--- src/prrb_pkg.sv ---
// types and constants of the reply reorder buffer
// no dependencies
`timescale 1ns / 1ps
`default_nettype none
package prrb_pkg;
	localparam logic [1:0] ACT_REQUEST = 2'd0;
	localparam logic [1:0] ACT_REPLY = 2'd1;
	localparam logic [1:0] ACT_MARK = 2'd2;
	localparam logic [1:0] ERR_OK = 2'd0;
	localparam logic [1:0] ERR_STORE_FULL = 2'd1;
	localparam logic [1:0] ERR_FIFO_FULL = 2'd2;
	localparam logic [9:0] CLOSE_STATUS = 10'd500;
	localparam int REL_CW = 5;
	localparam logic [REL_CW-1:0] MAX_RESULTS = 5'd16;

	typedef struct packed {
		logic [1:0] action;
		logic [31:0] request_id;
		logic reply_final;
		logic [9:0] reply_status;
		logic [15:0] reply_tag;
	} req_t;

	typedef struct packed {
		logic released;
		logic [31:0] released_id;
		logic [15:0] released_tag;
		logic released_final;
		logic closing;
		logic [1:0] error_code;
		logic last;
	} rsp_t;

	typedef struct packed {
		logic [31:0] id;
		logic fin;
		logic [15:0] tag;
	} entry_t;
endpackage
`default_nettype wire

--- src/pipelined_reply_reorder_buffer.sv ---
// Reply reorder buffer: takes one item at a time and returns one or more result transfers;
// the input stalls from the accepted transfer until the item's last result is registered.
// A request, mark or unknown item returns one status result. A reply item is inserted by
// reading and comparing the stored replies from the tail down, one read and one compare per
// entry, moving each one with a higher id up one place, and then releases matching stored
// replies (at most 16); a reply on a full store is dropped and the release pass still runs.
// No clearing pass after reset.
// depends on prrb_pkg
`timescale 1ns / 1ps
`default_nettype none
module pipelined_reply_reorder_buffer import prrb_pkg::*; #(
	parameter int REPLY_DEPTH = 16,
	parameter int PENDING_DEPTH = 16
) (
	input wire logic clk,
	input wire logic arst_n,
	input wire logic req_valid,
	output logic req_stall,
	input wire req_t req,
	output logic rsp_valid,
	input wire logic rsp_stall,
	output rsp_t rsp
);
	localparam int RW = $clog2(REPLY_DEPTH);
	localparam int PW = $clog2(PENDING_DEPTH);
	localparam int RCW = $clog2(REPLY_DEPTH + 1);
	localparam int PCW = $clog2(PENDING_DEPTH + 1);

	typedef enum logic [7:0] {
		S_IDLE = 8'b00000001,
		S_EXEC = 8'b00000010,
		S_STAT = 8'b00000100,
		S_INS_RD = 8'b00001000,
		S_INS_CMP = 8'b00010000,
		S_PUT = 8'b00100000,
		S_REL_RD = 8'b01000000,
		S_REL_CMP = 8'b10000000
	} state_t;

	function automatic logic [RW-1:0] rwrap(input logic [RW-1:0] base, input logic [RW-1:0] off);
		logic [RW:0] s;
		s = {1'b0, base} + {1'b0, off};
		if (s >= (RW+1)'(REPLY_DEPTH)) s = s - (RW+1)'(REPLY_DEPTH);
		return s[RW-1:0];
	endfunction

	function automatic logic [PW-1:0] pwrap(input logic [PW-1:0] base, input logic [PW-1:0] off);
		logic [PW:0] s;
		s = {1'b0, base} + {1'b0, off};
		if (s >= (PW+1)'(PENDING_DEPTH)) s = s - (PW+1)'(PENDING_DEPTH);
		return s[PW-1:0];
	endfunction

	state_t state_q;
	req_t item_q;
	logic [1:0] err_q;
	logic closing_q, mark_valid_q;
	logic [31:0] mark_id_q;
	logic [RW-1:0] rhead_q, j_q, pos_q;
	logic [RCW-1:0] rcount_q;
	logic [PW-1:0] phead_q;
	logic [PCW-1:0] pcount_q;
	logic [REL_CW-1:0] n_q;
	entry_t hold_q;
	logic hold_v_q;
	rsp_t out_q;
	logic out_v_q;

	entry_t rmem [REPLY_DEPTH];
	logic [31:0] pmem [PENDING_DEPTH];
	entry_t rrd_q;
	logic [31:0] prd_q;

	logic r_we, r_re, p_we, p_re;
	logic [RW-1:0] r_waddr, r_raddr;
	entry_t r_wdata, new_entry;
	logic [PW-1:0] p_waddr;
	logic can_emit, emit, match, advance;
	rsp_t emit_d;

	assign new_entry = '{id: item_q.request_id, fin: item_q.reply_final, tag: item_q.reply_tag};
	assign can_emit = !out_v_q || !rsp_stall;
	assign match = (rcount_q != '0) && (pcount_q != '0) && (n_q != MAX_RESULTS)
		&& (rrd_q.id == prd_q);

	always_comb begin
		r_we = 1'b0;
		r_re = 1'b0;
		r_waddr = rwrap(rhead_q, pos_q);
		r_raddr = rhead_q;
		r_wdata = new_entry;
		p_we = 1'b0;
		p_re = 1'b0;
		p_waddr = pwrap(phead_q, pcount_q[PW-1:0]);
		emit = 1'b0;
		advance = 1'b0;
		emit_d = '{released: 1'b0, released_id: '0, released_tag: '0, released_final: 1'b0,
			closing: closing_q, error_code: err_q, last: 1'b1};
		case (state_q)
			S_EXEC: begin
				p_we = (item_q.action == ACT_REQUEST) && (pcount_q != PCW'(PENDING_DEPTH));
			end
			S_STAT: begin
				emit = can_emit;
			end
			S_INS_RD: begin
				r_re = 1'b1;
				r_raddr = rwrap(rhead_q, j_q);
			end
			S_INS_CMP: begin
				if (rrd_q.id > item_q.request_id) begin
					r_we = 1'b1;
					r_waddr = rwrap(rhead_q, j_q + RW'(1));
					r_wdata = rrd_q;
				end
			end
			S_PUT: begin
				r_we = 1'b1;
			end
			S_REL_RD: begin
				r_re = 1'b1;
				p_re = 1'b1;
			end
			S_REL_CMP: begin
				if (hold_v_q) begin
					emit_d.released = 1'b1;
					emit_d.released_id = hold_q.id;
					emit_d.released_tag = hold_q.tag;
					emit_d.released_final = hold_q.fin;
				end
				if (match) begin
					emit_d.last = 1'b0;
					advance = !hold_v_q || can_emit;
					emit = hold_v_q && can_emit;
				end else begin
					emit = can_emit;
				end
			end
			default: begin
			end
		endcase
	end

	always_ff @(posedge clk) begin
		if (r_we) rmem[r_waddr] <= r_wdata;
		if (r_re) rrd_q <= rmem[r_raddr];
		if (p_we) pmem[p_waddr] <= item_q.request_id;
		if (p_re) prd_q <= pmem[phead_q];
	end

	always_ff @(posedge clk or negedge arst_n) begin
		if (!arst_n) begin
			state_q <= S_IDLE;
			err_q <= ERR_OK;
			closing_q <= 1'b0;
			mark_valid_q <= 1'b0;
			rhead_q <= '0;
			rcount_q <= '0;
			phead_q <= '0;
			pcount_q <= '0;
			n_q <= '0;
			hold_v_q <= 1'b0;
			out_v_q <= 1'b0;
			j_q <= '0;
			pos_q <= '0;
		end else begin
			if (emit) begin
				out_v_q <= 1'b1;
				out_q <= emit_d;
			end else if (out_v_q && !rsp_stall) begin
				out_v_q <= 1'b0;
			end
			case (state_q)
				S_IDLE: begin
					if (req_valid) begin
						item_q <= req;
						state_q <= S_EXEC;
					end
				end
				S_EXEC: begin
					n_q <= '0;
					hold_v_q <= 1'b0;
					case (item_q.action)
						ACT_REQUEST: begin
							state_q <= S_STAT;
							if (pcount_q != PCW'(PENDING_DEPTH)) begin
								pcount_q <= pcount_q + PCW'(1);
								err_q <= ERR_OK;
							end else begin
								err_q <= ERR_FIFO_FULL;
							end
						end
						ACT_MARK: begin
							err_q <= ERR_OK;
							state_q <= S_STAT;
							if (!mark_valid_q) begin
								mark_valid_q <= 1'b1;
								mark_id_q <= item_q.request_id;
							end
						end
						ACT_REPLY: begin
							if ((item_q.reply_status >= CLOSE_STATUS) || (item_q.reply_final
								&& mark_valid_q && mark_id_q == item_q.request_id))
								closing_q <= 1'b1;
							if (rcount_q == RCW'(REPLY_DEPTH)) begin
								err_q <= ERR_STORE_FULL;
								state_q <= S_REL_RD;
							end else if (rcount_q == '0) begin
								err_q <= ERR_OK;
								pos_q <= '0;
								state_q <= S_PUT;
							end else begin
								err_q <= ERR_OK;
								j_q <= RW'(rcount_q - RCW'(1));
								state_q <= S_INS_RD;
							end
						end
						default: begin
							err_q <= ERR_OK;
							state_q <= S_STAT;
						end
					endcase
				end
				S_STAT: begin
					if (can_emit) state_q <= S_IDLE;
				end
				S_INS_RD: begin
					state_q <= S_INS_CMP;
				end
				S_INS_CMP: begin
					if (rrd_q.id > item_q.request_id) begin
						if (j_q == '0) begin
							pos_q <= '0;
							state_q <= S_PUT;
						end else begin
							j_q <= j_q - RW'(1);
							state_q <= S_INS_RD;
						end
					end else begin
						pos_q <= j_q + RW'(1);
						state_q <= S_PUT;
					end
				end
				S_PUT: begin
					rcount_q <= rcount_q + RCW'(1);
					state_q <= S_REL_RD;
				end
				S_REL_RD: begin
					state_q <= S_REL_CMP;
				end
				S_REL_CMP: begin
					if (match) begin
						if (advance) begin
							hold_q <= rrd_q;
							hold_v_q <= 1'b1;
							n_q <= n_q + REL_CW'(1);
							rhead_q <= rwrap(rhead_q, RW'(1));
							rcount_q <= rcount_q - RCW'(1);
							if (rrd_q.fin) begin
								phead_q <= pwrap(phead_q, PW'(1));
								pcount_q <= pcount_q - PCW'(1);
							end
							state_q <= S_REL_RD;
						end
					end else if (can_emit) begin
						state_q <= S_IDLE;
					end
				end
				default: begin
					state_q <= S_IDLE;
				end
			endcase
		end
	end

	assign req_stall = (state_q != S_IDLE);
	assign rsp_valid = out_v_q;
	assign rsp = out_q;
endmodule
`default_nettype wire

--- config.mk ---
export PLATFORM = sky130hd
export DESIGN_NAME = pipelined_reply_reorder_buffer
export DESIGN_NICKNAME = d
export VERILOG_FILES = /design/src/prrb_pkg.sv /design/src/pipelined_reply_reorder_buffer.sv
export SDC_FILE = /design/constraint.sdc
export NUM_CORES = 2
export LEC_CHECK = 0
export BUFFER_PORTS_ARGS = -buffer_cell sky130_fd_sc_hd__buf_2
export CORE_ASPECT_RATIO = 0.9
export CORE_MARGIN = 1.5
export CORE_UTILIZATION = 40
export DETAILED_ROUTE_END_ITERATION = 16
export GPL_ROUTABILITY_DRIVEN = 0
export PLACE_DENSITY = 0.59
export RECOVER_POWER = 100
export SLEW_MARGIN = 30
export SYNTH_ARGS = -nofsm -noshare
export SYNTH_HDL_FRONTEND = slang
export SYNTH_SLANG_ARGS = --single-unit
--- constraint.sdc ---
create_clock -name clk -period 14.06 [get_ports clk]
set_input_delay 0.703 -clock clk [delete_from_list [all_inputs] [get_ports clk]]
set_output_delay 0.703 -clock clk [all_outputs]
set_load 0.05 [all_outputs]
==> flow_metrics.tcl <==
set metrics [dict create \
    syn_inst 3643 \
    max_slew_margin_pct -208 \
    max_freq_mhz 108 \
    dieArea_mm2 0.161 \
    wirelength_um 158000 \
    layout.nets 3974 \
    worst_hold_path.num_cells 1 \
    cts_sinks 1616 \
    cp-start-kind "flip-flop" \
    track_usage_pct 19.5 \
    seq_area_mm2 0.0483 \
    violations "max-capacitance violations, max-slew violations" \
    cts_tree "yes" \
    async_reset_ff_share_pct 2.78 \
    hold_end "item_q[11]$_DFFE_PP_" \
    grt_max_degree 104 \
    antenna_found_initial 0 \
    dr_total_vias 33546 \
    r2r_start "item_q[32]$_DFFE_PP_" \
    drt_iter0_drc 3724 \
    cap_viol_max_count 58 \
    grt-ovfl-total 0 \
    hold_viol_final 0 \
    total_power_uw 10100 \
    crit_required_ns 14.49 \
    cts.clk_slew.worst_paths_ns 0.06 \
    clk_latency_ns 0.80 \
    synth_cell_type_count 58 \
    syn-num-nets 3768 \
    viasPerCell 5.52 \
    grt_pass1_vias 33088 \
    hold_buffers 0 \
    seq_area_frac_synth_pct 76.3 \
    remaining_drc_errors 0 \
    area_delta_synth_final_pct 13.5 \
    fin_ws_ns 4.84 \
    grt_pass1_wl_um 229000 \
    rows 138 \
    worst_r2r_path_depth 12 \
    fin_crit_sh_pct 65.6 \
    hold_ws_ns 0.0786 \
    dr.pass1.iters 6 \
    worstHoldStart "req[11]" \
    drt-wirelength-per-cell_um 26.0 \
    r2r_setup_slack_ns 4.84 \
    dp_hpwl_um 83500 \
    p_leak_uw 0.0236 \
    peakVddDrop_mv 0.150 \
    critPathKind "reg2reg" \
    synth-seq-cells 1616 \
    drive_above_1_share_pct 12.7 \
    postCtsSetupBuffers 0 \
    multi_input_area_mm2 0.0143 \
    finalCriticalPeriod_ns 9.22 \
    powerDensity_mw_per_mm2 141 \
    synth_enable_flop_cells 1571 \
    port_buffers 118 \
    final_area_mm2 0.0718 \
    ys.flop_type "edfxtp_1" \
    final.setup_skew_ns 0.0370 \
    antenna_left 0 \
    rsz0062_at_grt "false" \
    min_path_type "in2reg" \
    htreeDepth 4 \
    io_pins 121 \
    cts_resized 0 \
    start_util_pct 40.3 \
    core-area_mm2 0.157 \
    outcome "finished with violations" \
    critPathArrivalTime_ns 9.65 \
    avgSynthCellArea_um2 17.4 \
    diodes 0 \
    setup_viol 0 \
    clk_path_buf_depth 3 \
    r2r_end "rmem[10][41]$_DFFE_PP_" \
    cts_root_buf "clkbuf_16" \
    cp_max_fo 35 \
    tns_ns 0 \
    drv_slew 1894 \
    placed_cell_area_mm2 0.0672 \
    end_kind "flip-flop" \
    cts_buffers 165 \
    syn_area_mm2 0.0633 \
    tightest_slew_ns 4.62 \
    chipWidth_um 422 \
    n_fill_cell 13516 \
    synth_warnings 0 \
    dieHeight_um 380 \
    pre_cts_ws_ns 8.30 \
]
==> metal layers <==
| layer | wire length (um) | vias up | GRT usage [%] |
|---|---|---|---|
| met5 | 0 | - | 0 |
| met4 | 2520 | 0 | 4.63 |
| met3 | 10000 | 177 | 3.41 |
| met2 | 73300 | 1036 | 30.1 |
| met1 | 72100 | 17564 | 28.7 |
| li1 | - | 14769 | - |
==> cells in the mapped netlist (all sizes together) (2+ instances only) <==
cell type / count / share of area [%]
and2: 5 / 0.049
o21a: 2 / 0.024
or4: 6 / 0.071
or3b: 2 / 0.028
o41ai: 2 / 0.028
nand3: 111 / 0.88
fa: 5 / 0.16
ha: 55 / 1.1
o21ai: 27 / 0.22
o22ai: 8 / 0.079
a21oi: 171 / 1.4
a211o: 2 / 0.028
nor2: 43 / 0.25
nand3b: 2 / 0.024
mux2i: 155 / 2.5
clkbuf: 130 / 0.77
xor2: 73 / 1.0
a221o: 48 / 0.76
nand2b: 3 / 0.030
nor4: 24 / 0.25
or2: 2 / 0.020
a221oi: 4 / 0.055
nand4: 74 / 0.73
nand2: 501 / 3.0
o32ai: 11 / 0.15
a22o: 2 / 0.028
edfxtp: 1571 / 75
inv: 51 / 0.30
nor3b: 7 / 0.083
a31oi: 3 / 0.030
o311ai: 48 / 0.66
buf: 60 / 0.46
and4b: 2 / 0.032
a22oi: 50 / 0.59
and3: 52 / 0.51
a21o: 10 / 0.12
dfrtp: 44 / 1.7
nand4b: 8 / 0.11
a32o: 2 / 0.032
mux4: 160 / 5.7
nor3: 9 / 0.071
xnor2: 30 / 0.41
or3: 5 / 0.049
nor2b: 4 / 0.040
mux2: 52 / 0.92
==> placed cells by master, fill, tap and decap left out, types with 52 or more instances in the layout <==
| cell type | n |
|---|---|
| nand3_1 | 111 |
| ha_1 | 55 |
| a21oi_1 | 171 |
| buf_2 | 55 |
| nand4_1 | 74 |
| clkbuf_16 | 170 |
| mux2i_1 | 152 |
| xor2_1 | 73 |
| edfxtp_1 | 1571 |
| mux4_2 | 160 |
| nand2_1 | 499 |
| and3_1 | 52 |
| clkbuf_1 | 173 |
==> through the flow <==
stage	instances	util, %
after floorplan	3643	-
after CTS	6077	46.1
after global placement	5775	42.7
after detailed placement	5780	42.7
after global routing	6079	45.7
final	6079	45.7
==> cells by family (layout without fill, tap and decap cells) <==
| logic type | Yosys count | count (layout) | share of synthesized area, % |
|---|---|---|---|
| adder cells (fa/ha/maj) | 60 | 60 | 1.24 |
| AND/OR/NAND/NOR | 860 | 860 | 6.20 |
| XOR/XNOR | 103 | 103 | 1.42 |
| multiplexers | 367 | 367 | 9.07 |
| flip-flops | 1616 | 1616 | 76.3 |
| AO/OA/AOI/OAI | 396 | 396 | 4.24 |
| buffers and inverters | 241 | 577 | 1.54 |
==> worst max path at each step <==
stage	to	startpoint	cells after the start
after floorplan	rmem[1][0]$_DFFE_PP_	item_q[41]$_DFFE_PP_	10
after global placement	rmem[10][2]$_DFFE_PP_	item_q[53]$_DFFE_PP_	11
after detailed placement	rmem[10][2]$_DFFE_PP_	item_q[51]$_DFFE_PP_	10
after CTS	rmem[10][41]$_DFFE_PP_	item_q[53]$_DFFE_PP_	10
after global routing	rmem[10][41]$_DFFE_PP_	item_q[32]$_DFFE_PP_	12
final	rmem[10][41]$_DFFE_PP_	item_q[32]$_DFFE_PP_	12
==> power breakdown <==
part	total [uW]	switching, uW	internal (uW)
Combinational	365	278	86.7
Clock	4300	1850	2460
Sequential	5440	40.6	5400
Total	10100	2170	7940
==> state kept, by name (all words and copies together) (netlist names), 8 cells and up <==
register / cells
rmem: 784
prd_q: 32
hold_q: 49
mark_id_q: 32
item_q: 59
rrd_q: 49
rsp: 54
pmem: 512
state_q: 8
==> critical path, stage by stage (launching register included) <==
cell      delay, ns
edfxtp_1       0.32
clkbuf_1       0.82
inv_1          0.11
ha_1           0.34
a21oi_1        0.23
o21ai_0        0.19
a221oi_1       0.54
a31oi_1        0.25
o21ai_0        2.03
clkbuf_1       1.50
buf_4          0.82
o22ai_1        0.91
buf_4          0.64
==> area by class of cell <==
class                   instances  area share [%]
clock buffers                 199            6.07
clock inverters                98            1.29
inverters                      51           0.266
multi-input cells            1786            19.9
flip-flops and latches       1616            67.2
well taps                    2100            3.66
repair buffers                229            1.53
No activity file was read; power rests on OpenSTA's default activity.
